### config.mk
export PLATFORM = sky130hd
export DESIGN_NAME = tea_out_buf_flat
export DESIGN_NICKNAME = d
export VERILOG_FILES = /design/src/rtl/tea_pkg.sv /design/src/rtl/tea_ifs.sv /design/src/rtl/tea_out_buf.sv /design/src/flat_wrapper.sv
export SDC_FILE = /design/constraint.sdc
export NUM_CORES = 1
export LEC_CHECK = 0
export BUFFER_PORTS_ARGS = -buffer_cell sky130_fd_sc_hd__buf_2
export CORE_AREA = 2 2 97 99
export CTS_BUF_LIST = sky130_fd_sc_hd__clkbuf_2
export DETAILED_ROUTE_END_ITERATION = 12
export DIE_AREA = 0 0 99 101
export PLACE_DENSITY = 0.87
export SLEW_MARGIN = 20
export SYNTH_ARGS = -nofsm -noshare
export SYNTH_HDL_FRONTEND = slang
export SYNTH_SLANG_ARGS = --single-unit
### constraint.sdc
create_clock -name i_clk -period 18.6 [get_ports i_clk]
set_input_delay 1.86 -clock i_clk [delete_from_list [all_inputs] [get_ports i_clk]]
set_output_delay 1.86 -clock i_clk [all_outputs]
set_load 0.05 [all_outputs]
### src/rtl/tea_pkg.sv
// ----------------------------------------------------------------------------
// tea_pkg
// Shared types, constants and the round mixing function for the TEA cipher.
// ----------------------------------------------------------------------------
`default_nettype none

package tea_pkg;

    localparam int unsigned WORD_W      = 32;
    localparam int unsigned ROUND_COUNT = 32;
    localparam int unsigned KEY_WORDS   = 4;
    localparam int unsigned CFG_IDX_W   = 2;

    localparam logic [WORD_W-1:0] TEA_DELTA = 32'h9e37_79b9;
    // delta times the round count, modulo 2^32
    localparam logic [WORD_W-1:0] DEC_SUM_INIT = WORD_W'(TEA_DELTA * ROUND_COUNT);

    localparam logic [WORD_W-1:0] KEY0_RESET = 32'h6f6e_6e61;
    localparam logic [WORD_W-1:0] KEY1_RESET = 32'h676e_6979;
    localparam logic [WORD_W-1:0] KEY2_RESET = 32'h6e6f_6d20;
    localparam logic [WORD_W-1:0] KEY3_RESET = 32'h0079_655b;

    typedef enum logic {
        CMD_ENC = 1'b0,
        CMD_DEC = 1'b1
    } t_cmd;

    typedef enum logic [CFG_IDX_W-1:0] {
        KEY_W0 = 2'd0,
        KEY_W1 = 2'd1,
        KEY_W2 = 2'd2,
        KEY_W3 = 2'd3
    } t_key_idx;

    typedef logic [KEY_WORDS-1:0][WORD_W-1:0] t_key_set;

    // one beat moving down the row of round cells
    typedef struct packed {
        logic              valid;
        t_cmd              cmd;
        logic [WORD_W-1:0] sum;
        logic [WORD_W-1:0] w0;
        logic [WORD_W-1:0] w1;
    } t_round_beat;

    function automatic logic [WORD_W-1:0] tea_mix(
        input logic [WORD_W-1:0] w,
        input logic [WORD_W-1:0] s,
        input logic [WORD_W-1:0] ka,
        input logic [WORD_W-1:0] kb
    );
        logic [WORD_W-1:0] t_a;
        logic [WORD_W-1:0] t_b;
        logic [WORD_W-1:0] t_c;
        t_a = (w << 4) + ka;
        t_b = w + s;
        t_c = (w >> 5) + kb;
        return t_a ^ t_b ^ t_c;
    endfunction

endpackage

`default_nettype wire

### src/rtl/tea_ifs.sv
// ----------------------------------------------------------------------------
// tea channel interfaces
// Valid/ready channels for the key writes, the input blocks and the results.
// ----------------------------------------------------------------------------
`default_nettype none


interface tea_out_if;
    logic                        valid;
    logic                        ready;
    logic [tea_pkg::WORD_W-1:0]  out_word0;
    logic [tea_pkg::WORD_W-1:0]  out_word1;

    modport source (output valid, output out_word0, output out_word1, input ready);
    modport sink   (input valid, input out_word0, input out_word1, output ready);
endinterface

`default_nettype wire

### src/rtl/tea_out_buf.sv
// ----------------------------------------------------------------------------
// tea_out_buf
// Output register plus skid register; decouples the result channel's ready
// from the advance of the round row.
// ----------------------------------------------------------------------------
`default_nettype none

module tea_out_buf (
    input  wire logic                  i_clk,
    input  wire logic                  i_rst_n,
    input  wire tea_pkg::t_round_beat  i_beat,
    output logic                       o_advance,
    tea_out_if.source                  o_out
);

    logic                        r_out_valid;
    logic [tea_pkg::WORD_W-1:0]  r_out_w0;
    logic [tea_pkg::WORD_W-1:0]  r_out_w1;
    logic                        r_skid_valid;
    logic [tea_pkg::WORD_W-1:0]  r_skid_w0;
    logic [tea_pkg::WORD_W-1:0]  r_skid_w1;
    logic                        arrive;
    logic                        take;

    // the row moves whenever the skid register is free
    assign o_advance = !r_skid_valid;
    assign arrive    = o_advance && i_beat.valid;
    assign take      = r_out_valid && o_out.ready;

    always_ff @(posedge i_clk) begin
        if (!i_rst_n) begin
            r_out_valid  <= 1'b0;
            r_skid_valid <= 1'b0;
        end else begin
            priority if (take && r_skid_valid) begin
                r_out_valid  <= 1'b1;
                r_skid_valid <= 1'b0;
            end else if (take || !r_out_valid) begin
                r_out_valid  <= arrive;
            end else if (arrive) begin
                r_skid_valid <= 1'b1;
            end
        end
    end

    always_ff @(posedge i_clk) begin
        priority if (take && r_skid_valid) begin
            r_out_w0 <= r_skid_w0;
            r_out_w1 <= r_skid_w1;
        end else if ((take || !r_out_valid) && arrive) begin
            r_out_w0 <= i_beat.w0;
            r_out_w1 <= i_beat.w1;
        end else if (arrive) begin
            r_skid_w0 <= i_beat.w0;
            r_skid_w1 <= i_beat.w1;
        end
    end

    assign o_out.valid     = r_out_valid;
    assign o_out.out_word0 = r_out_w0;
    assign o_out.out_word1 = r_out_w1;

endmodule

`default_nettype wire

### src/flat_wrapper.sv
// flat-port wrapper written by rule: the top's interface ports become plain ports
module tea_out_buf_flat 
  (i_clk, i_rst_n, i_beat, o_advance, o_out_valid, o_out_out_word0, o_out_out_word1, o_out_ready);
  tea_out_if o_out_i ();
  input  wire logic i_clk;
  input  wire logic i_rst_n;
  input  wire tea_pkg::t_round_beat i_beat;
  output logic o_advance;
  output wire logic [$bits(o_out_i.valid)-1:0] o_out_valid;
  output wire logic [$bits(o_out_i.out_word0)-1:0] o_out_out_word0;
  output wire logic [$bits(o_out_i.out_word1)-1:0] o_out_out_word1;
  input wire logic [$bits(o_out_i.ready)-1:0] o_out_ready;
  assign o_out_valid = o_out_i.valid;
  assign o_out_out_word0 = o_out_i.out_word0;
  assign o_out_out_word1 = o_out_i.out_word1;
  assign o_out_i.ready = o_out_ready;
  tea_out_buf u_core (.i_clk(i_clk), .i_rst_n(i_rst_n), .i_beat(i_beat), .o_advance(o_advance), .o_out(o_out_i));
endmodule
# Word level (Yosys, flattened, before mapping)

Cells that the tools add are included.
Widths: inputs -> output; s select.

Bits in registers: 130
Input port bits: 101
Word-level logic and storage cells: 28

Mux-type cells: 6
Reduce and logical (&&, ||, !) cells: 12
Bitwise operators: 4

Operators by type and width:

| cell              | number |
|---|---|
| $mux 32           | 4 |
| $logic_and 1x1->1 | 4 |
| $not 1->1         | 4 |
| $reduce_bool 2->1 | 2 |
| $reduce_and 3->1  | 1 |
| $logic_not 1->1   | 2 |
| $mux 1            | 2 |
| $reduce_and 2->1  | 1 |
| $reduce_or 2->1   | 1 |
| $logic_or 1x1->1  | 1 |

# Longest topological paths before layout

Depth after elaboration: 5
Gate-level depth with buffers: 3
Gate-level depth less buffers: 3

# Worst setup path after synthesis

OpenSTA, ideal clock, no wires.

Path kind: input port to flip-flop
Start point: input port i_beat[97] (netlist bit)
End point: register u_core.r_skid_w0[0] (netlist bit) (enable)
Setup time: 0.580 ns
Slack: 11.387 ns
Data arrival time: 6.633 ns
Stages: 2
Cells stage by stage: nand2_1 nor3b_1

Cells in the longest elaborated chain, start to end: 4

RTL lines:

| element                               | line              | text |
|---|---|---|
| from (decl)                           | flat_wrapper.sv:7 | `input wire tea_pkg::t_round_beat i_beat;` |
| $logic_and 1x1->1 (*)                 | tea_out_buf.sv:27 | `assign arrive = o_advance && i_beat.valid;` |
| $logic_and 1x1->1                     | tea_out_buf.sv:50 | `end else if ((take \|\| !r_out_valid) && arrive) begin` |
| $not 1->1 (no source line)            | --                |  |
| $reduce_and 3->1 (no source line) (*) | --                |  |
| to (signal assigned)                  | tea_out_buf.sv:54 | `r_skid_w0 <= i_beat.w0;` |
| to (decl)                             | tea_out_buf.sv:20 | `logic [tea_pkg::WORD_W-1:0] r_skid_w0;` |

Every way passes the cells marked *; elsewhere a longest branch is shown, timed or not.
A chain may end at the register's enable or synchronous reset.

# Worst setup path in the final report

Start point: register u_core.r_out_valid, in the netlist u_core.o_out.valid
End point: output port o_out_valid

RTL lines:

| element                | line              | text |
|---|---|---|
| from (decl)            | tea_out_buf.sv:16 | `logic r_out_valid;` |
| from (signal assigned) | tea_out_buf.sv:39 | `r_out_valid <= arrive;` |
| to (decl)              | flat_wrapper.sv:9 | `output wire logic [$bits(o_out_i.valid)-1:0] o_out_valid;` |

No word-level cell between the ends.

==> qor.yml <==
sta:
  finalHoldViolations: 0
  setup_tns_ns: 0
  min_period_over_period_pct: 17.8
  tightestPinTransition_ns: 0.942
  min_period_ns: 3.32
  fmax_ghz: 0.302
  maxSlewViolCount: 0
  finClkSkew_ns: 0.0262
  report.final.setup_viol: 0
  slew_headroom_pct: 37.2
  rsz0062_at_grt: "false"
synthesis:
  synth-edff-count: 128
  synth_top_area_cell: "edfxtp_1"
  ys_seq_area_share_pct: 81.2
  ys.flop_type: "edfxtp_1"
  ys_top_cells_by_area: "edfxtp_1 80%, mux2_2 14%, clkbuf_8 1.7%"
  synthArstFlopShare_pct: 0
  syn_area_per_cell_um2: 22.5
  synth_area_mm2: 0.00478
  synth_common_cells: "128 x edfxtp_1, 59 x mux2_2, 6 x clkbuf_8"
  syn-num-nets: 314
  syn_inst: 213
  yosys.cell_count.top_type: "edfxtp_1"
  synth_seq_cells: 130
  synth.top_cell.area_share_pct: 80.4
  ys_types: 14
  yosysWarningCount: 0
placed_design:
  io_buffers: 133
  place_congestion: 0.684
  placed_area_mm2: 0.00553
  dp.cells: 453
  place_hpwl_um: 5320
hold_path:
  hold_class: "flip-flop to flip-flop"
  hold_depth: 1
cells_and_area:
  diodes: 0
  area_growth_pct: 21.6
  postLayoutCoreUtil_pct: 64.8
  drive_gt1_share_pct: 62.6
  nets: 462
  fin_area_mm2: 0.00581
  fillCellCount: 639
  finalNonFillerCells: 485
setup_path:
  crit_arrival_ns: 1.46
  start_kind: "flip-flop"
  worst-path-max-fanout: 7
  slowest_stage: "dfxtp_1"
  crit_buf_inv: 1
  crit_path_end_kind: "output pin"
  cp_num_cells: 1
  reg2reg_depth: 2
  worst-setup-path-type: "flip-flop to output pin"
  cp_cell_sequence: "buf_2"
  cpPeakStageDelay_ns: 0.51
  crit_family: "flip-flops"
  worstPathRequired_ns: 16.74
global_route:
  grtUsageMet1_pct: 20.8
  use_met2_pct: 29.2
  grt_most_used_layer: "met2"
  grt_pass1_vias: 2661
  grt.total_usage_pct: 17.5
  grtUsageMet3_pct: 7.35
  grt-ovfl-total: 0
  grt_pass1_wl_um: 13100
  grt_max_degree: 65
  antenna_found_initial: 0
clocking:
  cts_sinks: 130
  cts_hold_buf: 0
  cts-root-buf: "clkbuf_2"
  clk_path_buf_depth: 2
  numCtsBuffers: 17
  cts_resized: 0
  clk_pin_slew_ns: 0.21
  post_cts_buffers: 0
  clock_latency_ns: 0.65
  htreeDepth: 4
  cts_tree: "yes"
floorplan:
  start_util_pct: 53.3
  pin_count: 167
  row_count: 35
  die-height_um: 101
  core-area_mm2: 0.00898
  die_w_um: 99
  die-area_mm2: 0.0100
power_and_ir_drop:
  peakVddDrop_mv: 0.0513
  p_leak_uw: 0.00224
  powerDensity_mw_per_mm2: 106
routing:
  dr.pass1.iters: 4
  drtAntennaViolNets: 0
  drt-initial-drc-count: 108
  drt-total-wl_um: 8410
  vias: 2448
  vias_per_cell: 5.05
  drcViolationCount: 0
  wire_per_inst_um: 17.3
run_status:
  status: "completed"
job:
  drv_cap: 0
layer usage:
| metal | wire [µm] | part of all wire [%] |
|---|---|---|
| met5 | 0 | 0 |
| met1 | 3460 | 41 |
| met4 | 47 | 0.56 |
| met3 | 553 | 6.6 |
| met2 | 4350 | 52 |
path summary, 6_finish.rpt:
path	from	end	slack, ns
min reg2reg	u_core.r_skid_w1[25]$_DFFE_PP_	u_core.o_out.out_word1[25]$_DFFE_PP_	0.56
min	u_core.r_skid_w1[25]$_DFFE_PP_	u_core.o_out.out_word1[25]$_DFFE_PP_	0.56
max	u_core.o_out.valid$_SDFFE_PN0P_	o_out_valid	15.28
max reg2reg	u_core.o_out.valid$_SDFFE_PN0P_	u_core.o_out.out_word0[24]$_DFFE_PP_	16.51
report_power, final:
group / internal [µW] / leakage (µW) / switching [µW]
Clock: 89.7 / 0.000168 / 103
Sequential: 341 / 0.00121 / 4.22
Combinational: 20.0 / 0.000864 / 60.2
Total: 451 / 0.00224 / 168
state kept, by name, indices dropped and copies added (netlist names):
signal                  count
u_core.o_out.out_word1     32
u_core.r_skid_valid         1
u_core.r_skid_w0           32
u_core.r_skid_w1           32
u_core.o_out.valid          1
u_core.o_out.out_word0     32
layout by cell type (no fill, tap or decap):
cell type and instances:
buf_2 133, edfxtp_1 128, mux2_2 59, clkbuf_2 19, mux2_4 5, clkinv_4 5, bufinv_16 4, nand2_1 3
clkinv_2 3, o21ai_0 2, inv_1 2, buf_4 2, dfxtp_1 2, nand3_4 1, o21a_4 1, nor3b_2 1
a21oi_1 1, nor2_1 1, a21boi_0 1, clkinvlp_4 1
cell families after synthesis:
group / share of synthesized area [%]
flops: 81.2
mux: 15.5
buf+inv: 1.88
simple gates: 0.837
compound gates: 0.628
final cells by class:
| type | count | area, µm² | share of cell area (%) |
|---|---|---|---|
| Sequential cell | 130 | 3880 | 66.8 |
| Clock buffer | 19 | 95.1 | 1.64 |
| Timing Repair Buffer | 135 | 681 | 11.7 |
| Clock inverter | 13 | 186 | 3.21 |
| Tap cell | 111 | 139 | 2.39 |
| Inverter | 2 | 7.51 | 0.129 |
| Multi-Input combinational cell | 75 | 822 | 14.1 |
stage by stage:
step                      hold slack [ns]  setup WS (ns)  total power (µW)
after global placement              0.528          15.02               430
final                               0.562          15.28               618
after global routing                0.579          15.14               641
after CTS                           0.572          15.22               624
after floorplan                     0.525          11.39               409
after detailed placement            0.534          14.97               433
Note: power is estimated with default switching activity, not from simulation.
