<file path="src/rtl/tea_pkg.sv">
// ----------------------------------------------------------------------------
// tea_pkg
// Shared types, constants and the round mixing function for the TEA cipher.
// ----------------------------------------------------------------------------
`default_nettype none

package tea_pkg;

    localparam int unsigned WORD_W      = 32;
    localparam int unsigned ROUND_COUNT = 32;
    localparam int unsigned KEY_WORDS   = 4;
    localparam int unsigned CFG_IDX_W   = 2;

    localparam logic [WORD_W-1:0] TEA_DELTA = 32'h9e37_79b9;
    // delta times the round count, modulo 2^32
    localparam logic [WORD_W-1:0] DEC_SUM_INIT = WORD_W'(TEA_DELTA * ROUND_COUNT);

    localparam logic [WORD_W-1:0] KEY0_RESET = 32'h6f6e_6e61;
    localparam logic [WORD_W-1:0] KEY1_RESET = 32'h676e_6979;
    localparam logic [WORD_W-1:0] KEY2_RESET = 32'h6e6f_6d20;
    localparam logic [WORD_W-1:0] KEY3_RESET = 32'h0079_655b;

    typedef enum logic {
        CMD_ENC = 1'b0,
        CMD_DEC = 1'b1
    } t_cmd;

    typedef enum logic [CFG_IDX_W-1:0] {
        KEY_W0 = 2'd0,
        KEY_W1 = 2'd1,
        KEY_W2 = 2'd2,
        KEY_W3 = 2'd3
    } t_key_idx;

    typedef logic [KEY_WORDS-1:0][WORD_W-1:0] t_key_set;

    // one beat moving down the row of round cells
    typedef struct packed {
        logic              valid;
        t_cmd              cmd;
        logic [WORD_W-1:0] sum;
        logic [WORD_W-1:0] w0;
        logic [WORD_W-1:0] w1;
    } t_round_beat;

    function automatic logic [WORD_W-1:0] tea_mix(
        input logic [WORD_W-1:0] w,
        input logic [WORD_W-1:0] s,
        input logic [WORD_W-1:0] ka,
        input logic [WORD_W-1:0] kb
    );
        logic [WORD_W-1:0] t_a;
        logic [WORD_W-1:0] t_b;
        logic [WORD_W-1:0] t_c;
        t_a = (w << 4) + ka;
        t_b = w + s;
        t_c = (w >> 5) + kb;
        return t_a ^ t_b ^ t_c;
    endfunction

endpackage

`default_nettype wire

</file>
<file path="src/rtl/tea_ifs.sv">
// ----------------------------------------------------------------------------
// tea channel interfaces
// Valid/ready channels for the key writes, the input blocks and the results.
// ----------------------------------------------------------------------------
`default_nettype none

interface tea_cfg_if;
    logic                           valid;
    logic                           ready;
    logic [tea_pkg::CFG_IDX_W-1:0]  index;
    logic [tea_pkg::WORD_W-1:0]     data;

    modport source (output valid, output index, output data, input ready);
    modport sink   (input valid, input index, input data, output ready);
endinterface


`default_nettype wire

</file>
<file path="src/rtl/tea_key_regs.sv">
// ----------------------------------------------------------------------------
// tea_key_regs
// The four 32-bit key registers, written through the configuration channel.
// ----------------------------------------------------------------------------
`default_nettype none

module tea_key_regs (
    input  wire logic            i_clk,
    input  wire logic            i_rst_n,
    tea_cfg_if.sink              i_cfg,
    output tea_pkg::t_key_set    o_key
);

    tea_pkg::t_key_set r_key;

    assign i_cfg.ready = 1'b1;
    assign o_key       = r_key;

    always_ff @(posedge i_clk) begin
        if (!i_rst_n) begin
            r_key[tea_pkg::KEY_W0] <= tea_pkg::KEY0_RESET;
            r_key[tea_pkg::KEY_W1] <= tea_pkg::KEY1_RESET;
            r_key[tea_pkg::KEY_W2] <= tea_pkg::KEY2_RESET;
            r_key[tea_pkg::KEY_W3] <= tea_pkg::KEY3_RESET;
        end else if (i_cfg.valid) begin
            unique case (tea_pkg::t_key_idx'(i_cfg.index))
                tea_pkg::KEY_W0: r_key[tea_pkg::KEY_W0] <= i_cfg.data;
                tea_pkg::KEY_W1: r_key[tea_pkg::KEY_W1] <= i_cfg.data;
                tea_pkg::KEY_W2: r_key[tea_pkg::KEY_W2] <= i_cfg.data;
                tea_pkg::KEY_W3: r_key[tea_pkg::KEY_W3] <= i_cfg.data;
                default: r_key <= r_key;
            endcase
        end
    end

endmodule

`default_nettype wire

</file>
<file path="src/flat_wrapper.sv">
// flat-port wrapper written by rule: the top's interface ports become plain ports
module tea_key_regs_flat 
  (i_clk, i_rst_n, o_key, i_cfg_valid, i_cfg_index, i_cfg_data, i_cfg_ready);
  tea_cfg_if i_cfg_i ();
  input  wire logic i_clk;
  input  wire logic i_rst_n;
  output tea_pkg::t_key_set o_key;
  input wire logic [$bits(i_cfg_i.valid)-1:0] i_cfg_valid;
  input wire logic [$bits(i_cfg_i.index)-1:0] i_cfg_index;
  input wire logic [$bits(i_cfg_i.data)-1:0] i_cfg_data;
  output wire logic [$bits(i_cfg_i.ready)-1:0] i_cfg_ready;
  assign i_cfg_i.valid = i_cfg_valid;
  assign i_cfg_i.index = i_cfg_index;
  assign i_cfg_i.data = i_cfg_data;
  assign i_cfg_ready = i_cfg_i.ready;
  tea_key_regs u_core (.i_clk(i_clk), .i_rst_n(i_rst_n), .i_cfg(i_cfg_i), .o_key(o_key));
endmodule
</file>
<file path="config.mk">
export PLATFORM = sky130hd
export DESIGN_NAME = tea_key_regs_flat
export DESIGN_NICKNAME = d
export VERILOG_FILES = /design/src/rtl/tea_pkg.sv /design/src/rtl/tea_ifs.sv /design/src/rtl/tea_key_regs.sv /design/src/flat_wrapper.sv
export SDC_FILE = /design/constraint.sdc
export NUM_CORES = 1
export LEC_CHECK = 0
export BUFFER_PORTS_ARGS = -buffer_cell sky130_fd_sc_hd__clkbuf_2
export CAP_MARGIN = 20
export CORE_MARGIN = 5
export CORE_UTILIZATION = 45
export CTS_CLUSTER_DIAMETER = 120
export DETAILED_ROUTE_END_ITERATION = 8
export GPL_TIMING_DRIVEN = 0
export PLACE_DENSITY = 0.85
export SLEW_MARGIN = 20
export SYNTH_ARGS = -nofsm -noshare
export SYNTH_HDL_FRONTEND = slang
export SYNTH_SLANG_ARGS = --single-unit
</file>
<file path="constraint.sdc">
create_clock -name i_clk -period 1.2 [get_ports i_clk]
set_input_delay 0.24 -clock i_clk [delete_from_list [all_inputs] [get_ports i_clk]]
set_output_delay 0.24 -clock i_clk [all_outputs]
set_load 0.1 [all_outputs]
</file>
Word level (Yosys, flattened, before mapping)
Index checks and enable logic that the tools add are counted.
{"block": "word_totals", "word_cells": 12, "output_inout_bits": 129, "inputBits": 37, "register_bits": 128}
{"block": "classes", "eq_ne": 3, "reduce_logical": 5}
{"cell": "AND reduction 2 bit", "count": 4}
{"cell": "equality test 2 bit (second input constant)", "count": 2}
{"cell": "equality test 2 x 1 -> 1 bit (second input constant)", "count": 1}
{"cell": "zero test 2 bit", "count": 1}

Logic depth before layout (Yosys ltp)
{"block": "logic_depth", "word_depth": 2, "depth_mapped": 5, "mapped_depth_nobuf": 2}

Worst setup path after synthesis
OpenSTA, ideal clock, no wires.
{"block": "synth_path", "path_kind": "register to register", "startpoint": "reg, netlist name u_core.o_key[116]", "endpoint": "reg u_core.r_key (netlist bit u_core.o_key[116])", "setup_slack_ns": -0.065, "t_arrival_ns": 1.186, "synth_period_minus_slack_ns": 1.265, "path_buffers": 0, "path_stages_with_launch": 3, "setup_ns": 0.079, "t_required_ns": 1.121, "path_cell_list": "dfxtp_1 > inv_1 > o211ai_1"}
{"item": "end signal, assigned by index", "line": "tea_key_regs.sv:21", "rtl": "r_key[tea_pkg::KEY_W0] <= tea_pkg::KEY0_RESET;"}
{"item": "end signal, assigned by index", "line": "tea_key_regs.sv:22", "rtl": "r_key[tea_pkg::KEY_W1] <= tea_pkg::KEY1_RESET;"}
{"item": "end signal, assigned by index", "line": "tea_key_regs.sv:23", "rtl": "r_key[tea_pkg::KEY_W2] <= tea_pkg::KEY2_RESET;"}
{"item": "end, declared", "line": "tea_key_regs.sv:14", "rtl": "tea_pkg::t_key_set r_key;"}

Worst setup path in the final report
{"block": "layout_path", "startpoint": "reg u_core.r_key (netlist bit u_core.o_key[12])", "endpoint": "out o_key[12] (netlist bit)"}
{"item": "end, declared", "line": "flat_wrapper.sv:7", "rtl": "output tea_pkg::t_key_set o_key;"}
No word-level cell between the ends.

==> flow_metrics.py <==
metrics = {
    "synthesis": {
        "synth-seq-cells": 128,
        "yosysTopAreaCell": "dfxtp_1",
        "synth_mux_area_share_pct": 24.9,
        "synth_compound_area_share_pct": 0.447,
        "ys.flop_type": "dfxtp_1",
        "synth_cells": 482,
        "synth_top_family_by_area": "multiplexers",
        "yosys.area_share.simple_pct": 19.0,
        "yosys_warnings": 0,
        "syn-num-nets": 519,
        "synthAdderAreaFrac_pct": 0,
        "synth-xor-area-share_pct": 0,
        "async_reset_ff_share_pct": 0,
        "syn_area_per_cell_sq_um": 10.4,
        "synth_edf_count": 0,
        "ys_seq_area_share_pct": 50.9,
        "netlist_area_sq_um": 5030,
        "synth_top_area_share_pct": 50.9,
        "synth_area_leaders": "dfxtp_1 (51%), mux2i_1 (25%), nor2b_1 (11%)",
        "ys_types": 19,
    },
    "floorplanning": {
        "start_util_pct": 46.2,
        "die_h_um": 116,
        "rows": 38,
        "io_pins": 166,
        "die_w_um": 116,
        "coreArea_sq_um": 10900,
        "dieArea_sq_um": 13400,
    },
    "pwr": {
        "p_clk_share_pct": 43.0,
        "power_density_nw_per_um2": 1300,
        "p_int_mw": 8.87,
        "power_leakage_nw": 4.62,
        "peakVddDrop_uv": 1140,
        "netSwitchingFraction_pct": 31.4,
        "power_frac_comb_pct": 21.4,
        "switchingPower_mw": 4.05,
        "seqPwrFrac_pct": 35.5,
    },
    "grt": {
        "grt_max_degree": 17,
        "grt_pass1_vias": 5327,
        "grt_use_total_pct": 32.9,
        "grt_pass1_wl_mm": 32.4,
        "antenna_found_initial": 0,
        "grt_overflow": 0,
    },
    "clock_tree": {
        "clkLatencyLatePin_ps": 520,
        "path_clk_slew_ps": 70,
        "cts_tree": "built",
        "cts.path.max_buffers": 2,
        "cts_root_buffer": "clkbuf_8",
        "cts_buffers": 17,
        "cts.sinks": 128,
        "htreeDepth": 4,
    },
    "sta": {
        "hold_ws_ps": 4.43,
        "slew_viol_final": 0,
        "relSlewSlack_pct": 55.4,
        "clock_skew_ps": 0,
        "hold_viol": 0,
        "post-route-period-util_pct": 114,
        "finalCriticalPeriod_ps": 1370,
        "layout_setup_ws_ps": -172,
        "finalSetupViolations": 128,
        "max_freq_mhz": 729,
        "rsz0062_at_grt": "true",
        "tightest_slew_ps": 669,
        "tns_ps": -15330,
    },
    "routing": {
        "drt_iter0_drc": 392,
        "drc": 0,
        "routedWlPerCell_um": 26.9,
        "vias": 4876,
        "drt-pass1-iter-count": 8,
        "vias_per_cell": 5.53,
        "drtAntennaViolNets": 0,
        "wl_mm": 23.7,
    },
    "place": {
        "place_inst": 785,
        "io_buffers": 163,
        "gp_congestion": 0.794,
        "dpl.hpwl_mm": 10.9,
    },
    "layout": {
        "nNetsFinal": 765,
        "drive_gt1_share_pct": 53.7,
        "antenna_cells": 0,
        "utilization_pct": 91.2,
        "area_growth_pct": 97.2,
        "fin_cells": 881,
        "largest_register_ff_count": 128,
    },
    "worst_setup_path": {
        "crit_arrival_ps": 1130,
        "crit_slowest_cell": "dfxtp_2",
        "path_class": "reg2out",
        "crit_buf_inv": 1,
        "crit_path_end_kind": "output pin",
        "worst_setup_path_start_kind": "register",
        "crit_path_cell_trace": "clkbuf_16",
        "cpPeakStageDelay_ps": 390,
        "critPathTopFamily": "flip-flops",
        "critical_path_peak_fanout": 2,
        "crit_required_ps": 960,
    },
    "run_status": {
        "outcome": "finished, violations left",
        "failed_checks": "setup timing",
    },
    "min_path": {
        "hold_class": "in2reg",
    },
    "flow_run": {
        "maxCapViolations": 0,
    },
}
## Yosys cell counts (2+ instances only)
| library cell | number |
|---|---|
| nor2b_1 | 88 |
| mux2i_1 | 125 |
| o211ai_1 | 3 |
| nand4_1 | 2 |
| dfxtp_1 | 128 |
| buf_6 | 6 |
| nand2_1 | 86 |
| and3b_1 | 2 |
| clkbuf_1 | 10 |
| inv_1 | 3 |
| buf_4 | 6 |
| buf_2 | 15 |
| nand3b_1 | 2 |
## layout make-up
class	count	area, sq um
Timing Repair Buffer	227	3900
Sequential cell	128	2760
Multi-Input combinational cell	314	2230
Fill cell	373	960
Clock buffer	17	414
Buffer	37	225
Clock inverter	15	209
Tap cell	140	175
Inverter	3	11.3
## repair_timing
action	in CTS	in global routing
hold buffers	16	0
endpoints found under the hold margin	18	0
buffers inserted	13	35
setup endpoints to repair	128	128
pin swaps	0	0
resized for setup	384	15
## stage by stage
| stage | area, sq um | power, mW | worst slack [ps] |
|---|---|---|---|
| 2_1_floorplan | 5190 | 6.18 | 70.7 |
| 6_report | 9930 | 12.9 | -172 |
| 3_5_place_dp | 6180 | 6.58 | -219 |
| 5_1_grt | 9930 | 13.2 | -191 |
| 4_1_cts | 9630 | 12.6 | -140 |
| 3_3_place_gp | 6180 | 6.55 | -153 |
## placed cells by master (no fill, tap or decap), drive strengths merged
master / instances
clkbuf: 190
dfxtp: 128
mux2i: 125
nor2b: 88
nand2: 86
buf: 75
dlygate4sd3: 16
inv: 6
clkinv: 5
bufinv: 4
o211ai: 3
clkinvlp: 3
nand4: 2
and3b: 2
nand3b: 2
nor3b: 1
or4bb: 1
and3: 1
nand3: 1
or3b: 1
conb: 1
## layer usage
| layer | wire length (um) | track usage, % | up-vias |
|---|---|---|---|
| li1 | - | - | 2082 |
| met2 | 12100 | 59.7 | 319 |
| met1 | 8160 | 34.0 | 2367 |
| met5 | 0 | 0 | - |
| met4 | 1430 | 16.6 | 0 |
| met3 | 1980 | 10.2 | 108 |
## path summary, 6_finish.rpt
path / endpoint / start / cells past startpoint / slack, ps
setup / recovery: o_key[12] / u_core.o_key[12]$_SDFFE_PN0P_ / 1 / -170
hold / removal: u_core.o_key[3]$_SDFFE_PN0P_ / i_cfg_data[3] / 3 / 4
hold reg to reg: u_core.o_key[16]$_SDFFE_PN0P_ / u_core.o_key[16]$_SDFFE_PN0P_ / 2 / 480
setup reg to reg: u_core.o_key[110]$_SDFFE_PN1P_ / u_core.o_key[110]$_SDFFE_PN1P_ / 3 / 150
## power groups by stage
stage	registers, mW	logic (mW)	clock network (mW)
finish	4.59	2.77	5.56
global route	4.60	2.82	5.76
CTS	4.59	2.60	5.44
detailed placement	4.62	1.96	0
global placement	4.61	1.94	0
floorplan	5.72	0.462	0
## tightest hold or removal path, delay by kind of cell
kind	cells	cell delay, ps
muxes	1	70
and+or+nand+nor	1	80
buffers and inverters	1	100
## kinds of logic after synthesis
family,count (synthesis)
other cells,1
buf+inv,40
mux,125
compound gates,3
flops,128
simple gates,185
(Power assumes the default switching activity.)
