==> config.mk <==
export PLATFORM = sky130hd
export DESIGN_NAME = tea_round_cell
export DESIGN_NICKNAME = d
export VERILOG_FILES = /design/src/rtl/tea_pkg.sv /design/src/rtl/tea_round_cell.sv
export SDC_FILE = /design/constraint.sdc
export NUM_CORES = 1
export LEC_CHECK = 0
export ABC_CLOCK_PERIOD_IN_PS = 5500
export BUFFER_PORTS_ARGS = -buffer_cell sky130_fd_sc_hd__buf_2
export CAP_MARGIN = 15
export CELL_PAD_IN_SITES_DETAIL_PLACEMENT = 1
export CELL_PAD_IN_SITES_GLOBAL_PLACEMENT = 2
export CORE_ASPECT_RATIO = 1.1
export CORE_MARGIN = 1.5
export CORE_UTILIZATION = 34
export DETAILED_ROUTE_END_ITERATION = 10
export GPL_TIMING_DRIVEN = 1
export MAX_ROUTING_LAYER = met4
export PLACE_DENSITY = 0.82
export SLEW_MARGIN = 10
export SYNTH_ARGS = -nofsm -noshare
export SYNTH_HDL_FRONTEND = slang
export SYNTH_SLANG_ARGS = --single-unit
==> constraint.sdc <==
create_clock -name i_clk -period 5.5 [get_ports i_clk]
set_clock_uncertainty 0.05 [all_clocks]
set_input_delay 0.55 -clock i_clk [delete_from_list [all_inputs] [get_ports i_clk]]
set_output_delay 0.55 -clock i_clk [all_outputs]
set_load 0.005 [all_outputs]
==> src/rtl/tea_pkg.sv <==
// ----------------------------------------------------------------------------
// tea_pkg
// Shared types, constants and the round mixing function for the TEA cipher.
// ----------------------------------------------------------------------------
`default_nettype none

package tea_pkg;

    localparam int unsigned WORD_W      = 32;
    localparam int unsigned ROUND_COUNT = 32;
    localparam int unsigned KEY_WORDS   = 4;
    localparam int unsigned CFG_IDX_W   = 2;

    localparam logic [WORD_W-1:0] TEA_DELTA = 32'h9e37_79b9;
    // delta times the round count, modulo 2^32
    localparam logic [WORD_W-1:0] DEC_SUM_INIT = WORD_W'(TEA_DELTA * ROUND_COUNT);

    localparam logic [WORD_W-1:0] KEY0_RESET = 32'h6f6e_6e61;
    localparam logic [WORD_W-1:0] KEY1_RESET = 32'h676e_6979;
    localparam logic [WORD_W-1:0] KEY2_RESET = 32'h6e6f_6d20;
    localparam logic [WORD_W-1:0] KEY3_RESET = 32'h0079_655b;

    typedef enum logic {
        CMD_ENC = 1'b0,
        CMD_DEC = 1'b1
    } t_cmd;

    typedef enum logic [CFG_IDX_W-1:0] {
        KEY_W0 = 2'd0,
        KEY_W1 = 2'd1,
        KEY_W2 = 2'd2,
        KEY_W3 = 2'd3
    } t_key_idx;

    typedef logic [KEY_WORDS-1:0][WORD_W-1:0] t_key_set;

    // one beat moving down the row of round cells
    typedef struct packed {
        logic              valid;
        t_cmd              cmd;
        logic [WORD_W-1:0] sum;
        logic [WORD_W-1:0] w0;
        logic [WORD_W-1:0] w1;
    } t_round_beat;

    function automatic logic [WORD_W-1:0] tea_mix(
        input logic [WORD_W-1:0] w,
        input logic [WORD_W-1:0] s,
        input logic [WORD_W-1:0] ka,
        input logic [WORD_W-1:0] kb
    );
        logic [WORD_W-1:0] t_a;
        logic [WORD_W-1:0] t_b;
        logic [WORD_W-1:0] t_c;
        t_a = (w << 4) + ka;
        t_b = w + s;
        t_c = (w >> 5) + kb;
        return t_a ^ t_b ^ t_c;
    endfunction

endpackage

`default_nettype wire

==> src/rtl/tea_round_cell.sv <==
// ----------------------------------------------------------------------------
// tea_round_cell
// One TEA round as two registered half-rounds; passes the next round's sum on.
// ----------------------------------------------------------------------------
`default_nettype none

module tea_round_cell (
    input  wire logic                  i_clk,
    input  wire logic                  i_rst_n,
    input  wire logic                  i_en,
    input  wire tea_pkg::t_key_set     i_key,
    input  wire tea_pkg::t_round_beat  i_beat,
    output tea_pkg::t_round_beat       o_beat
);

    tea_pkg::t_round_beat r_mid;
    tea_pkg::t_round_beat r_out;
    tea_pkg::t_round_beat n_mid;
    tea_pkg::t_round_beat n_out;

    logic [tea_pkg::WORD_W-1:0] mix_a;
    logic [tea_pkg::WORD_W-1:0] mix_b;

    // first half: encrypt updates word 0, decrypt undoes word 1
    always_comb begin
        n_mid = i_beat;
        if (i_beat.cmd == tea_pkg::CMD_DEC) begin
            mix_a    = tea_pkg::tea_mix(i_beat.w0, i_beat.sum,
                                        i_key[tea_pkg::KEY_W2], i_key[tea_pkg::KEY_W3]);
            n_mid.w1 = i_beat.w1 - mix_a;
        end else begin
            mix_a    = tea_pkg::tea_mix(i_beat.w1, i_beat.sum,
                                        i_key[tea_pkg::KEY_W0], i_key[tea_pkg::KEY_W1]);
            n_mid.w0 = i_beat.w0 + mix_a;
        end
    end

    // second half, and the sum for the next cell
    always_comb begin
        n_out = r_mid;
        if (r_mid.cmd == tea_pkg::CMD_DEC) begin
            mix_b     = tea_pkg::tea_mix(r_mid.w1, r_mid.sum,
                                         i_key[tea_pkg::KEY_W0], i_key[tea_pkg::KEY_W1]);
            n_out.w0  = r_mid.w0 - mix_b;
            n_out.sum = r_mid.sum - tea_pkg::TEA_DELTA;
        end else begin
            mix_b     = tea_pkg::tea_mix(r_mid.w0, r_mid.sum,
                                         i_key[tea_pkg::KEY_W2], i_key[tea_pkg::KEY_W3]);
            n_out.w1  = r_mid.w1 + mix_b;
            n_out.sum = r_mid.sum + tea_pkg::TEA_DELTA;
        end
    end

    always_ff @(posedge i_clk) begin
        if (!i_rst_n) begin
            r_mid.valid <= 1'b0;
            r_out.valid <= 1'b0;
        end else if (i_en) begin
            r_mid <= n_mid;
            r_out <= n_out;
        end
    end

    assign o_beat = r_out;

endmodule

`default_nettype wire

After elaboration in Yosys (flattened, before gate mapping)

Cells that the tools add are included.

Flip-flop bits (word level): 196
Input port bits: 229
Output and inout bits: 98
Word-level logic and storage cells: 42

$add $sub $neg: 18
Multiplexer cells: 5
Bitwise logic cells: 8
Reduce and logical (&&, ||, !) cells: 1

Operators with widths:

| operator               | count |
|---|---|
| $add 32x32->32         | 10 |
| $xor 32x32->32         | 8 |
| $mux 32                | 5 |
| $add 27x32->32         | 4 |
| $sub 32x32->32         | 2 |
| $add 32x32->32 const B | 1 |
| $sub 32x32->32 const B | 1 |
| $reduce_and 2->1       | 1 |

Logic depth before layout (Yosys ltp)

Gate-level depths: netlist of run 1.

Depth after elaboration: 5
Mapped depth: 26
Depth with buffers taken out: 25

Worst setup path before layout of run 1

No wires, ideal clock.

Path type: input to register
Start: in i_key[32] (netlist name)
End: reg r_out (netlist bit o_beat[63]) (data pin)
Arrival time: 5.282 ns
Data required time: 5.191 ns
Path slack: -0.091 ns
Stages: 25
Path buffers: 0
Cell sequence: ha_1 > fa_1 > a21o_1 > a21o_1 > a2111oi_2 > nor4_1 > a221o_1 > nand2_1 > nand2_1 > a21o_1 > a21oi_1 > xnor2_1 > xnor2_1 > ha_1 > and3_1 > a221o_1 > a31oi_1 > nor2_1 > o21ai_1 > nand3_1 > a311oi_1 > xor2_1 > xnor3_1 > nand2_1 > xnor2_1

RTL lines:

| item                   | line                 | text |
|---|---|---|
| start: declaration     | tea_round_cell.sv:11 | `input wire tea_pkg::t_key_set i_key,` |
| end signal: assignment | tea_round_cell.sv:60 | `r_out <= n_out;` |
| end: declaration       | tea_round_cell.sv:17 | `tea_pkg::t_round_beat r_out;` |

==> parameters.txt, run 1 <==
Parameter                              Value

Pwr
  Pwr/cell area    654 mW/mm2
  Static Leakage    20.3 nW
  Maximum vdd ir drop    304 uV

Worst hold path
  Class of the tightest hold or removal check    in2reg

STA
  Final worst slack    -185 ps
  Number of hold violations in the final report    0
  Final-layout worst hold slack    217 ps
  Transition time at the pin with the least slew margin    1030 ps
  Final worst path period share    103%
  Setup violators final    2
  RSZ-0062 raised after global routing    true
  Final worst path period need    5680 ps
  Slew headroom    30.8%
  Maximum achievable frequency    176 MHz
  Final Max Slew Viols    0

Drt
  Mean number of vias per cell    5.54
  Total wirelength of the detailed-routed design    149 mm
  Drt first pass iters    5
  Routed wirelength normalized by instance count    23.7 um
  Via count    34.6k
  1st-iter DRT viols    2025
  Number of DRC violations after detailed routing    0
  Antenna viol nets, final    0

Synthesis
  Portion of the post-synthesis area used by sequential elements    17.9%
  Most instantiated cells after synthesis    sky130_fd_sc_hd__xnor2_1, sky130_fd_sc_hd__ha_1, sky130_fd_sc_hd__a21oi_1
  Cell area after synthesis    0.0327 mm2
  Largest cells by area after synthesis    sky130_fd_sc_hd__ha_1, sky130_fd_sc_hd__edfxtp_1, sky130_fd_sc_hd__xnor2_1
  Post-synthesis net count    4545
  Share of async-settable or async-resettable flops after synthesis    0%
  Ys flop type    sky130_fd_sc_hd__edfxtp_1
  Number of flops mapped to enable cells by yosys    194
  Proportion of netlist area held by the largest area contributor    19.3%
  Average cell area after synthesis    8.61 um2
  Syn. warnings    0
  Number of different library cells in the post-synthesis netlist    84
  Post-synthesis cell type with the largest combined area    sky130_fd_sc_hd__ha_1
  Synthesized instance count    3795
  Most instantiated library cell after synthesis    sky130_fd_sc_hd__xnor2_1
  Flop and latch count out of synthesis    196

Clocking
  Clock latency of the later-clocked register in the worst-skew pair    520 ps
  Clk sinks    196
  CTS buffer count    17
  Clock tree from TritonCTS    built
  Clock root cell    sky130_fd_sc_hd__clkbuf_16
  Buffer depth of the longest clock path    2
  Deepest level of the CTS H-tree    4
  Post-CTS clock slew at the launch and capture registers of the worst setup and hold paths    80 ps
  Count of hold buffers inserted by post-cts repair    0

Die
  Row count    119
  Die H    328 um
  Die width    299 um
  Total I/O pin count    327
  Core area    0.0954 mm2
  Initial Utilization    34.3%
  Total die area    0.0980 mm2

Placed design
  Total placed cells including tap cells    6189
  Final Wtd Congestion    0.967
  IO Port Bufs    326
  DP Wirelength    130 mm
  Pre-CTS setup slack    -854 ps

Layout
  Post-Layout Cell Count    6253
  Core utilization of the finished layout    45.8%
  Fill cell total of the finished layout    11.5k
  Layout cell share with drive strength beyond 1    29.1%
  Net total in the final layout    5715
  Layout overhead on the synthesized area    33.8%

Status
  Violations in the final reports    negative setup slack
  Result of the run    complete, but fails checks

Global route
  Maximum number of pins on one net before global-route repair    86
  Total routing resource utilization after global routing    30.4%
  Number of antenna violations at the first check in global routing    10
  First-pass GRT wire length    217 mm
  Number of global-route vias before repair    36.1k
  Congestion Overflow GR    0

Worst setup path
  Max stage delay on crit path    430 ps
  Required time worst endpoint    5710 ps
  Maximum fanout encountered on the critical timing path    2
  Worst EP arrival    5890 ps
  Worst setup EP type    flop
  Category of the most critical setup path    reg2reg
  Most frequent cell on the critical path    sky130_fd_sc_hd__xnor2_1
  Startpoint class of the critical path    flop
  Slowest cell on crit path    sky130_fd_sc_hd__edfxtp_1

Run
  Total of max-cap violations    0
[report_power, final]
part	internal (mW)	switching [mW]	total, mW
Sequential	2.40	0.288	2.69
Combinational	12.2	12.4	24.6
Clock	0.696	0.641	1.34
Total	15.3	13.3	28.6
[what timing repair did]
action / in CTS / in global routing
endpoints found under the hold margin: 0 / 0
setup buffers: 21 / 13
setup endpoints to repair: 17 / 26
pin swaps: 50 / 74
resized for setup: 66 / 104
[critical path: cells and delay by family (launching register included)]
family | cells | cell delay [ps]
and+or+nand+nor | 6 | 730
adders and majority gates | 2 | 610
DFF | 1 | 430
xor gates and xnor gates | 6 | 970
buffers and inverters | 2 | 320
AOI/OAI and AO/OA | 10 | 2300
[cell families after synthesis]
group,share of synthesized area [%]
buffers and inverters,1.85
XOR/XNOR,20.0
AND/OR/NAND/NOR,11.8
adder cells (fa/ha/maj),20.3
flip-flops,17.9
AO/OA/AOI/OAI,26.1
multiplexers,1.95
[cells in the final DEF, fill, tap and decap left out, types with 12 or more instances in the layout]
cell	instances
sky130_fd_sc_hd__o21ai_0	206
sky130_fd_sc_hd__or3_1	16
sky130_fd_sc_hd__a21oi_2	36
sky130_fd_sc_hd__nand2_1	242
sky130_fd_sc_hd__o31ai_1	21
sky130_fd_sc_hd__a21o_1	277
sky130_fd_sc_hd__buf_2	325
sky130_fd_sc_hd__nor3_1	47
sky130_fd_sc_hd__a21oi_1	370
sky130_fd_sc_hd__a211oi_1	35
sky130_fd_sc_hd__nand2b_1	47
sky130_fd_sc_hd__a31oi_1	40
sky130_fd_sc_hd__nor2_1	168
sky130_fd_sc_hd__or2_2	14
sky130_fd_sc_hd__nor2b_1	32
sky130_fd_sc_hd__o21ai_1	15
sky130_fd_sc_hd__edfxtp_1	194
sky130_fd_sc_hd__inv_1	111
sky130_fd_sc_hd__clkbuf_16	17
sky130_fd_sc_hd__a221o_1	16
sky130_fd_sc_hd__o211ai_1	33
sky130_fd_sc_hd__o21bai_1	67
sky130_fd_sc_hd__nand4_1	24
sky130_fd_sc_hd__ha_1	495
sky130_fd_sc_hd__buf_4	867
sky130_fd_sc_hd__xnor2_1	608
sky130_fd_sc_hd__nand3_1	84
sky130_fd_sc_hd__and4_1	12
sky130_fd_sc_hd__a211o_1	15
sky130_fd_sc_hd__a41oi_1	13
sky130_fd_sc_hd__o21a_1	59
sky130_fd_sc_hd__and3_1	34
sky130_fd_sc_hd__xor2_1	112
sky130_fd_sc_hd__mux2_2	52
sky130_fd_sc_hd__and2_1	22
[flip-flops by register name (all words and copies together) (netlist names)]
name and count:
o_beat 98, n_out 2, r_mid 96
[per-layer routing]
| metal | GRT usage, % | part of all wire (%) |
|---|---|---|
| met1 | 38.7 | 45 |
| met2 | 51.2 | 48 |
| met3 | 2.02 | 4.2 |
| met4 | 9.89 | 3.2 |
| met5 | - | 0 |
[stage by stage]
stage | power (mW) | setup TNS, ps | area [um2]
2_1_floorplan | 16.5 | -63.9 | 32700
3_3_place_gp | 25.0 | -14070 | 42100
3_5_place_dp | 25.5 | -16140 | 42100
4_1_cts | 27.9 | -475 | 43200
5_1_grt | 30.8 | -1300 | 43700
6_report | 28.6 | -317 | 43700
[area by class of cell]
class | instances | area [um2] | area share (%)
Antenna cell | 5 | 12.5 | 0.0286
Clock buffer | 22 | 464 | 1.06
Clock inverter | 10 | 120 | 0.275
Inverter | 111 | 417 | 0.953
Multi-Input combinational cell | 3438 | 27000 | 61.7
Sequential cell | 196 | 5870 | 13.4
Tap cell | 1270 | 1590 | 3.63
Timing Repair Buffer | 1201 | 8260 | 18.9
[path summary, 6_finish.rpt]
check | slack (ps) | cells after the start | start | end
setup reg to reg | -180 | 26 | r_mid[4] | o_beat[63]
hold reg to reg | 480 | 2 | o_beat[97] | o_beat[97]
setup / recovery | -180 | 26 | r_mid[4] | o_beat[63]
hold / removal | 220 | 1 | i_beat[95] | r_mid[95]
No activity file was read; power rests on OpenSTA's default activity.
==> inputs of run 2 (changes only) <==
--- a/config.mk
+++ b/config.mk
@@ -10,7 +10,7 @@
 export CAP_MARGIN = 15
 export CELL_PAD_IN_SITES_DETAIL_PLACEMENT = 1
 export CELL_PAD_IN_SITES_GLOBAL_PLACEMENT = 2
-export CORE_ASPECT_RATIO = 1.1
+export CORE_ASPECT_RATIO = 0.75
 export CORE_MARGIN = 1.5
 export CORE_UTILIZATION = 34
 export DETAILED_ROUTE_END_ITERATION = 10
==> parameters.txt, run 2 (synthesized netlist as in run 1, its figures left out) <==
Parameter                              Value

Layout
  Combined flip-flop and latch cell area    0.00587 mm2 (unchanged)
  Area of the multi-input gates    0.0270 mm2 (-0.18%)
  Most common cell after layout, fill and taps aside    sky130_fd_sc_hd__buf_4
  Layout overhead on the synthesized area    33.4%
  Layout cell share with drive strength beyond 1    28.7% (-0.34 points)
  Net total in the final layout    5698 (-0.30%)
  Commonest cells after routing, fill and taps aside    sky130_fd_sc_hd__buf_4, sky130_fd_sc_hd__xnor2_1, sky130_fd_sc_hd__ha_1, sky130_fd_sc_hd__a21oi_1, sky130_fd_sc_hd__buf_2
  Number of flip-flops in the largest register    98 (unchanged)
  Core utilization of the finished layout    45.8% (-0.051 points)
  Fill cell total of the finished layout    11.4k (-0.95%)

Pwr
  Pwr/cell area    654 mW/mm2 (about the same)
  Maximum vdd ir drop    467 uV (+54%)
  Static Leakage    20.2 nW (-0.48%)

STA
  Slew headroom    33.2% (+2.4 points)
  Number of hold violations in the final report    0 (unchanged)
  Final Max Slew Viols    0 (unchanged)
  RSZ-0062 raised after global routing    true
  Final worst slack    -187 ps (-2.50 ps)
  Maximum achievable frequency    176 MHz (about the same)
  Final worst path period need    5690 ps (+2.50 ps)
  Setup violators final    3 (+1)
  Transition time at the pin with the least slew margin    989 ps (-45.1 ps)
  Final worst path period share    103% (about the same)
  Setup Total Neg Slack    -387 ps (-70.1 ps)

Worst setup path
  Worst EP arrival    5900 ps (about the same)
  Slowest cell on crit path    sky130_fd_sc_hd__edfxtp_1
  Worst setup EP type    flop
  Count of buffer and inverter cells on the critical path    10 (+8)
  Category of the most critical setup path    reg2reg
  Cell family contributing the most delay on the critical path    compound AO/OA/AOI/OAI gates
  Startpoint class of the critical path    flop
  Required time worst endpoint    5710 ps (about the same)
  Max stage delay on crit path    490 ps (+60 ps)
  Maximum fanout encountered on the critical timing path    3 (+1)

Clocking
  CTS buffer count    17 (unchanged)
  Clock root cell    sky130_fd_sc_hd__clkbuf_16
  Buffer depth of the longest clock path    2 (unchanged)
  Clock tree from TritonCTS    built
  Post-CTS clock slew at the launch and capture registers of the worst setup and hold paths    90 ps (about the same)
  Clock latency of the later-clocked register in the worst-skew pair    520 ps (about the same)
  Clk sinks    196 (unchanged)
  Deepest level of the CTS H-tree    4 (unchanged)

Drt
  1st-iter DRT viols    2513 (+24%)
  Number of DRC violations after detailed routing    0 (unchanged)
  Drt first pass iters    5 (unchanged)
  Mean number of vias per cell    5.62 (+1.6%)
  Total wirelength of the detailed-routed design    152 mm (+2.4%)
  Via count    35.0k (+1.1%)
  Antenna viol nets, final    0 (unchanged)
  Routed wirelength normalized by instance count    24.4 um (+2.9%)

Die
  Row count    98 (-18%)
  Total I/O pin count    327 (unchanged)
  Die H    272 um (-17%)
  Core area    0.0953 mm2 (-0.17%)
  Total die area    0.0980 mm2 (about the same)
  Initial Utilization    34.3% (+0.060 points)
  Die width    361 um (+21%)

Placed design
  IO Port Bufs    326 (unchanged)
  Final Wtd Congestion    0.995 (+2.9%)
  DP Wirelength    133 mm (+2.0%)

Global route
  Number of global-route vias before repair    35.0k (-3.1%)
  Maximum number of pins on one net before global-route repair    88 (+2.3%)
  First-pass GRT wire length    218 mm (+0.46%)
  Number of antenna violations at the first check in global routing    15 (+5)
  Congestion Overflow GR    0 (unchanged)
  Total routing resource utilization after global routing    30.8% (+0.35 points)

Run
  Total of max-cap violations    0 (unchanged)

Status
  Violations in the final reports    negative setup slack
  Result of the run    complete, but fails checks

Worst hold path
  Class of the tightest hold or removal check    in2reg
## run 2: cell types whose count changed in the layout (fill, tap and decap cells not counted), moves of 3 or more
cell and delta:
sky130_fd_sc_hd__buf_12 +3, sky130_fd_sc_hd__buf_4 -24, sky130_fd_sc_hd__buf_6 +4, sky130_fd_sc_hd__clkinvlp_4 +3, sky130_fd_sc_hd__diode_2 +6, sky130_fd_sc_hd__o21ai_0 -3, sky130_fd_sc_hd__o21ai_1 +4
## run 2: worst paths after layout
check | start | to | slack (ps) | cells past startpoint
setup / recovery | r_mid[65] | o_beat[55] | -190 | 30
hold / removal | i_beat[95] | r_mid[95] | 210 | 1
setup reg to reg | r_mid[65] | o_beat[55] | -190 | 30
hold reg to reg | o_beat[97] | o_beat[97] | 480 | 2
## run 2: repair_timing
action,4_1_cts,5_1_grt
pin swaps,41,99
setup endpoints to repair,15,31
buffers inserted,16,21
hold buffers,0,0
resized for setup,44,123
## run 2: worst register-to-register path, delay by kind of cell (launching register included)
family	cells	cell delay (ps)
AO/OA/AOI/OAI	9	1950
buffers and inverters	10	1070
adder cells (fa/ha/maj)	2	600
AND/OR/NAND/NOR	4	500
flip-flops	1	490
XOR/XNOR	4	490
multiplexers	1	270
## run 2: metal layers
layer | vias up | share of wire [%] | track usage (%)
met5 | - | 0 | -
met4 | 0 | 1.8 | 6.17
met3 | 138 | 7.4 | 4.62
met2 | 1057 | 41 | 43.6
met1 | 17300 | 50 | 45.5
li1 | 16500 | - | -
## run 2: where the power goes
part	switching, mW	internal (mW)	total (mW)
clock	0.661	0.676	1.34
sequential	0.299	2.40	2.70
combinational	12.5	12.0	24.5
## run 2: through the flow
step                instance area (um2)  cells  hold slack, ps  setup slack, ps  power (mW)
floorplan                         32700   3795             432            -63.9        16.5
global placement                  42000   6143             453             -777        24.8
detailed placement                42000   6143             469             -811        25.3
CTS                               42900   6191             183             -130        27.3
global route                      43600   6222             201             -373        30.6
finish                            43600   6222             206             -187        28.5
## run 2: layout make-up
cell class | count | area share [%]
Multi-Input combinational cell | 3438 | 61.8
Timing Repair Buffer | 1184 | 18.8
Sequential cell | 196 | 13.4
Tap cell | 1250 | 3.59
Clock buffer | 19 | 0.993
Inverter | 111 | 0.955
Clock inverter | 13 | 0.341
Antenna cell | 11 | 0.0631
